===== src/design/pav_pkg.sv =====
// ----------------------------------------------------------------------------
// pav_pkg
// Shared types and codes of the pool-adjacent-violators block.
// ----------------------------------------------------------------------------
`default_nettype none

package pav_pkg;

  localparam int unsigned TOL_W     = 21;
  localparam int unsigned TOL_FRAC  = 20;
  localparam int unsigned Q16_FRAC  = 16;
  localparam int unsigned MEAN_W    = 48;
  localparam int unsigned SAMPLE_W  = 32;
  localparam int unsigned INDEX_W   = 10;
  localparam int unsigned TOTAL_W   = 11;

  localparam logic [TOL_W-1:0] TOL_RESET = 21'd1048575;

  localparam logic [1:0] REQ_CLEAR  = 2'd0;
  localparam logic [1:0] REQ_PUSH   = 2'd1;
  localparam logic [1:0] REQ_READ   = 2'd2;
  localparam logic [1:0] REQ_UNUSED = 2'd3;

  localparam logic [1:0] ST_OK    = 2'd0;
  localparam logic [1:0] ST_FULL  = 2'd1;
  localparam logic [1:0] ST_RANGE = 2'd2;

  typedef struct packed {
    logic [1:0]          req_type;
    logic [SAMPLE_W-1:0] sample_value;
    logic [INDEX_W-1:0]  block_index;
  } pav_in_t;

  typedef struct packed {
    logic [TOTAL_W-1:0] block_total;
    logic [TOTAL_W-1:0] block_points;
    logic [MEAN_W-1:0]  block_mean_q16;
    logic [1:0]         status;
  } pav_out_t;

endpackage

`default_nettype wire


===== src/design/pav_div.sv =====
// ----------------------------------------------------------------------------
// pav_div
// Restoring divider, one quotient bit a cycle: floor(sum*2^16/cnt).
// ----------------------------------------------------------------------------
`default_nettype none

module pav_div #(
  parameter int unsigned SUM_W = 42,
  parameter int unsigned CNT_W = 11
) (
  input  logic                       clk_i,
  input  logic                       rst_ni,
  input  logic                       start_i,
  input  logic [SUM_W-1:0]           sum_i,
  input  logic [CNT_W-1:0]           cnt_i,
  output logic                       done_o,
  output logic [pav_pkg::MEAN_W-1:0] mean_o
);
  import pav_pkg::*;

  localparam int unsigned DVD_W  = SUM_W + Q16_FRAC;
  localparam int unsigned STEP_W = $clog2(DVD_W + 1);

  logic              busy_q, done_q;
  logic [STEP_W-1:0] step_q;
  logic [DVD_W-1:0]  dvd_q, q_q;
  logic [CNT_W-1:0]  rem_q, div_q;

  logic [CNT_W:0]   rem_sh, diff;
  logic             ge;
  logic [CNT_W-1:0] rem_next;

  assign rem_sh   = {rem_q, dvd_q[DVD_W-1]};
  assign diff     = rem_sh - {1'b0, div_q};
  assign ge       = (rem_sh >= {1'b0, div_q});
  assign rem_next = ge ? diff[CNT_W-1:0] : rem_sh[CNT_W-1:0];

  always_ff @(posedge clk_i or negedge rst_ni) begin
    if (!rst_ni) begin
      busy_q <= 1'b0;
      done_q <= 1'b0;
      step_q <= '0;
    end else begin
      done_q <= 1'b0;
      if (start_i) begin
        busy_q <= 1'b1;
        step_q <= '0;
      end else if (busy_q) begin
        if (step_q == STEP_W'(DVD_W - 1)) begin
          busy_q <= 1'b0;
          done_q <= 1'b1;
        end else begin
          step_q <= step_q + 1'b1;
        end
      end
    end
  end

  always_ff @(posedge clk_i) begin
    if (start_i) begin
      dvd_q <= {sum_i, {Q16_FRAC{1'b0}}};
      rem_q <= '0;
      div_q <= cnt_i;
    end else if (busy_q) begin
      dvd_q <= dvd_q << 1;
      rem_q <= rem_next;
      q_q   <= {q_q[DVD_W-2:0], ge};
    end
  end

  assign done_o = done_q;
  assign mean_o = MEAN_W'(q_q);

endmodule

`default_nettype wire


===== config.mk =====
export PLATFORM = sky130hd
export DESIGN_NAME = pav_div
export DESIGN_NICKNAME = d
export VERILOG_FILES = /design/src/design/pav_pkg.sv /design/src/design/pav_div.sv
export SDC_FILE = /design/constraint.sdc
export NUM_CORES = 1
export LEC_CHECK = 0
export BUFFER_PORTS_ARGS = -buffer_cell sky130_fd_sc_hd__buf_2
export CORE_MARGIN = 2
export CORE_UTILIZATION = 35
export DETAILED_ROUTE_END_ITERATION = 6
export PLACE_DENSITY = 0.63
export RECOVER_POWER = 50
export SYNTH_ARGS = -nofsm -noshare
export SYNTH_HDL_FRONTEND = slang
export SYNTH_SLANG_ARGS = --single-unit

===== constraint.sdc =====
create_clock -name clk_i -period 6.3 [get_ports clk_i]
set_input_delay 1.26 -clock clk_i [delete_from_list [all_inputs] [get_ports clk_i]]
set_output_delay 1.26 -clock clk_i [all_outputs]
set_load 0.1 [all_outputs]

==> impl_metrics.tcl <==
set metrics [dict create \
    synth_edf_count 101 \
    cp-start-kind "flop" \
    max_slew_margin_pct -8.73 \
    grt.total_usage_pct 11.9 \
    finalWirelength_um 8730 \
    portBuffers 104 \
    syn_nets 373 \
    drv_slew 18 \
    setup_viol 0 \
    run_status "complete, but fails checks" \
    timing.fmax_mhz 301 \
    wl_per_cell_um 14.3 \
    worstHoldStart "q_q[20]" \
    ant_nets 0 \
    drt-pass1-iter-count 4 \
    clk_pin_slew_ns 0.06 \
    grt_pass1_wl_um 13400 \
    rows 43 \
    required_ns 6.59 \
    synth_top_area_share_pct 61.9 \
    clkLatencyLatePin_ns 0.40 \
    area_growth_pct 26.4 \
    post-cts-setup-buffer-count 0 \
    cpLargestDelayFamily "compound AO/OA/AOI/OAI gates" \
    r2r_start "dvd_q[57]" \
    critPathMaxStageDelay_ns 1.22 \
    num_io_pins 105 \
    max_cap_violations 1 \
    fin_crit_ns 3.32 \
    yosysSeqAreaShare_pct 70.5 \
    layout_commonest_cell "edfxtp_1" \
    worstSetupStartpoint "dvd_q[57]" \
    hold_violations 0 \
    post_cts_resized 0 \
    cp.arrival_ns 3.62 \
    skew_ns 0.00679 \
    ys_ff_latch 120 \
    numCtsBuffers 17 \
    synth_top_area_cell "edfxtp_1" \
    hpwl_um 5730 \
    cp-end-kind "flop" \
    clockBufferDepth 2 \
    yosysWarnings 0 \
    grt_max_degree 66 \
    drive_gt1_share_pct 40.3 \
    fin_cells 612 \
    worst-path-buf-inv 1 \
    setup-tns-final_ns 0 \
    vdd_drop_max_v 0.000187 \
    critPathKind "reg2reg" \
    mostFrequentLayoutCells "101 x edfxtp_1, 91 x buf_2, 41 x mux2_2" \
    drt-initial-drc-count 243 \
    via_per_inst 4.68 \
    synth_top_cells_by_area "edfxtp_1 62%, mux2_2 9.4%, dfxtp_1 4.5%, dfrtp_1 4.1%, ha_1 3.3%" \
    antenna_found_initial 0 \
    die_x_um 122 \
    drcViolationCount 0 \
    design.core.area_um2 13800 \
    postCtsHoldBufs 0 \
    violations "max-capacitance violations, max-slew violations" \
    syn_inst 303 \
    ys_async_sr_fraction_pct 6.67 \
    slowest_stage "a21oi_1" \
    path_cells "inv_1 > ha_1 > fa_1 > nor2b_4 > o31a_2 > o21ai_4 > a21oi_1 > mux2i_1 > a22o_1" \
    start_util_pct 35.6 \
    vias 2867 \
    cts_sinks 120 \
    worstPathMaxFanout 17 \
    overflow 0 \
    synth_area_um2 4900 \
    root_buffer "clkbuf_16" \
    final_nets 489 \
    post-route-period-util_pct 52.8 \
    globalplace.congestion 0.823 \
    min_path_type "reg2reg" \
    placed_cells 580 \
    grt_pass1_vias 2760 \
    die_area_um2 15000 \
    syn_area_per_cell_um2 16.2 \
    cts_tree "yes" \
    yosysUniqueCellTypes 44 \
    worst_hold_slack_ns 0.447 \
    tightest_slew_ns 1.63 \
    p_leak_nw 2.47 \
    num_antenna_cells 0 \
    synth-main-ff-cell "edfxtp_1" \
    htree_levels 4 \
    rsz0062_at_grt "no" \
    fp.dieH_um 122 \
    p_per_area_nw_per_um2 348 \
]
[state kept, by name (all words and copies together), names as in the netlist]
name	flops
busy_q	1
div_q	11
done_o	1
dvd_q	42
q_q	48
rem_q	11
step_q	6
[area by class of cell]
cell class | count | area [um^2]
Fill cell | 1297 | 7580
Sequential cell | 120 | 3450
Multi-Input combinational cell | 158 | 1340
Timing Repair Buffer | 106 | 519
Clock buffer | 17 | 425
Tap cell | 180 | 225
Clock inverter | 15 | 171
Inverter | 16 | 60.1
[worst reg2reg max path: cells and delay by family (launching register included)]
kind,cells,cell delay (ns)
AND/OR/NAND/NOR,1,0.13
adder cells (fa/ha/maj),2,0.67
buffers and inverters,1,0.05
flip-flops,1,0.32
multiplexers,1,0.28
AO/OA/AOI/OAI,4,1.77
[cell usage after synthesis (2+ instances only)]
cell type and instances:
xor2_1 3, ha_1 13, nor4_1 2, dfxtp_1 11, nor2_1 10, xnor2_1 7, o21ai_0 11, a211oi_2 2
a21oi_1 6, a311oi_1 2, dfrtp_1 8, a21o_1 2, nand2_1 14, mux2i_1 5, o211ai_1 3, mux2_2 41
a2111o_1 2, nand2b_1 5, nor3b_1 2, or3_1 2, o21bai_1 2, nand4_1 5, inv_1 16, edfxtp_1 101
clkbuf_1 8, a211oi_1 2
[logic make-up after synthesis]
kind of cell	synth area share, %
AO/OA/AOI/OAI	6.71
XOR/XNOR	1.79
adder cells (fa/ha/maj)	3.73
buffers and inverters	1.99
flip-flops	70.5
multiplexers	10.7
AND/OR/NAND/NOR	4.57
[power breakdown]
group	internal, W	leakage [nW]	switching (W)
clock network	0.000590	0.290	0.000365
registers	0.000924	1.22	0.0000212
logic	0.0000696	0.957	0.000182
[through the flow]
stage	power (W)	cell area, um^2	util (%)	setup slack, ns
after floorplan	0.00116	4900	-	3.13
after global placement	0.00121	5620	40.8	2.97
after detailed placement	0.00122	5620	40.8	2.87
after CTS	0.00218	6220	45.2	3.32
after global routing	0.00224	6190	45.0	2.62
final	0.00215	6190	45.0	2.98
[worst paths after layout]
kind,end,slack [ns],cells after the start
worst min register to register,q_q[21],0.45,0
min in group asynchronous,step_q[5],0.78,1
worst min-delay path,q_q[21],0.45,0
max in group asynchronous,step_q[1],5.19,1
worst max-delay path,rem_q[1],2.98,9
worst max register to register,rem_q[1],2.98,9
[metal layers]
metal	part of all wire (%)	vias to the layer above	global-route usage (%)	wire length, um
li1	-	1391	-	-
met1	47	1374	15.0	4090
met2	45	86	18.1	3950
met3	6.6	16	4.60	575
met4	1.3	0	5.24	116
met5	0	-	0	0
Note: power is estimated with default switching activity, not from simulation.
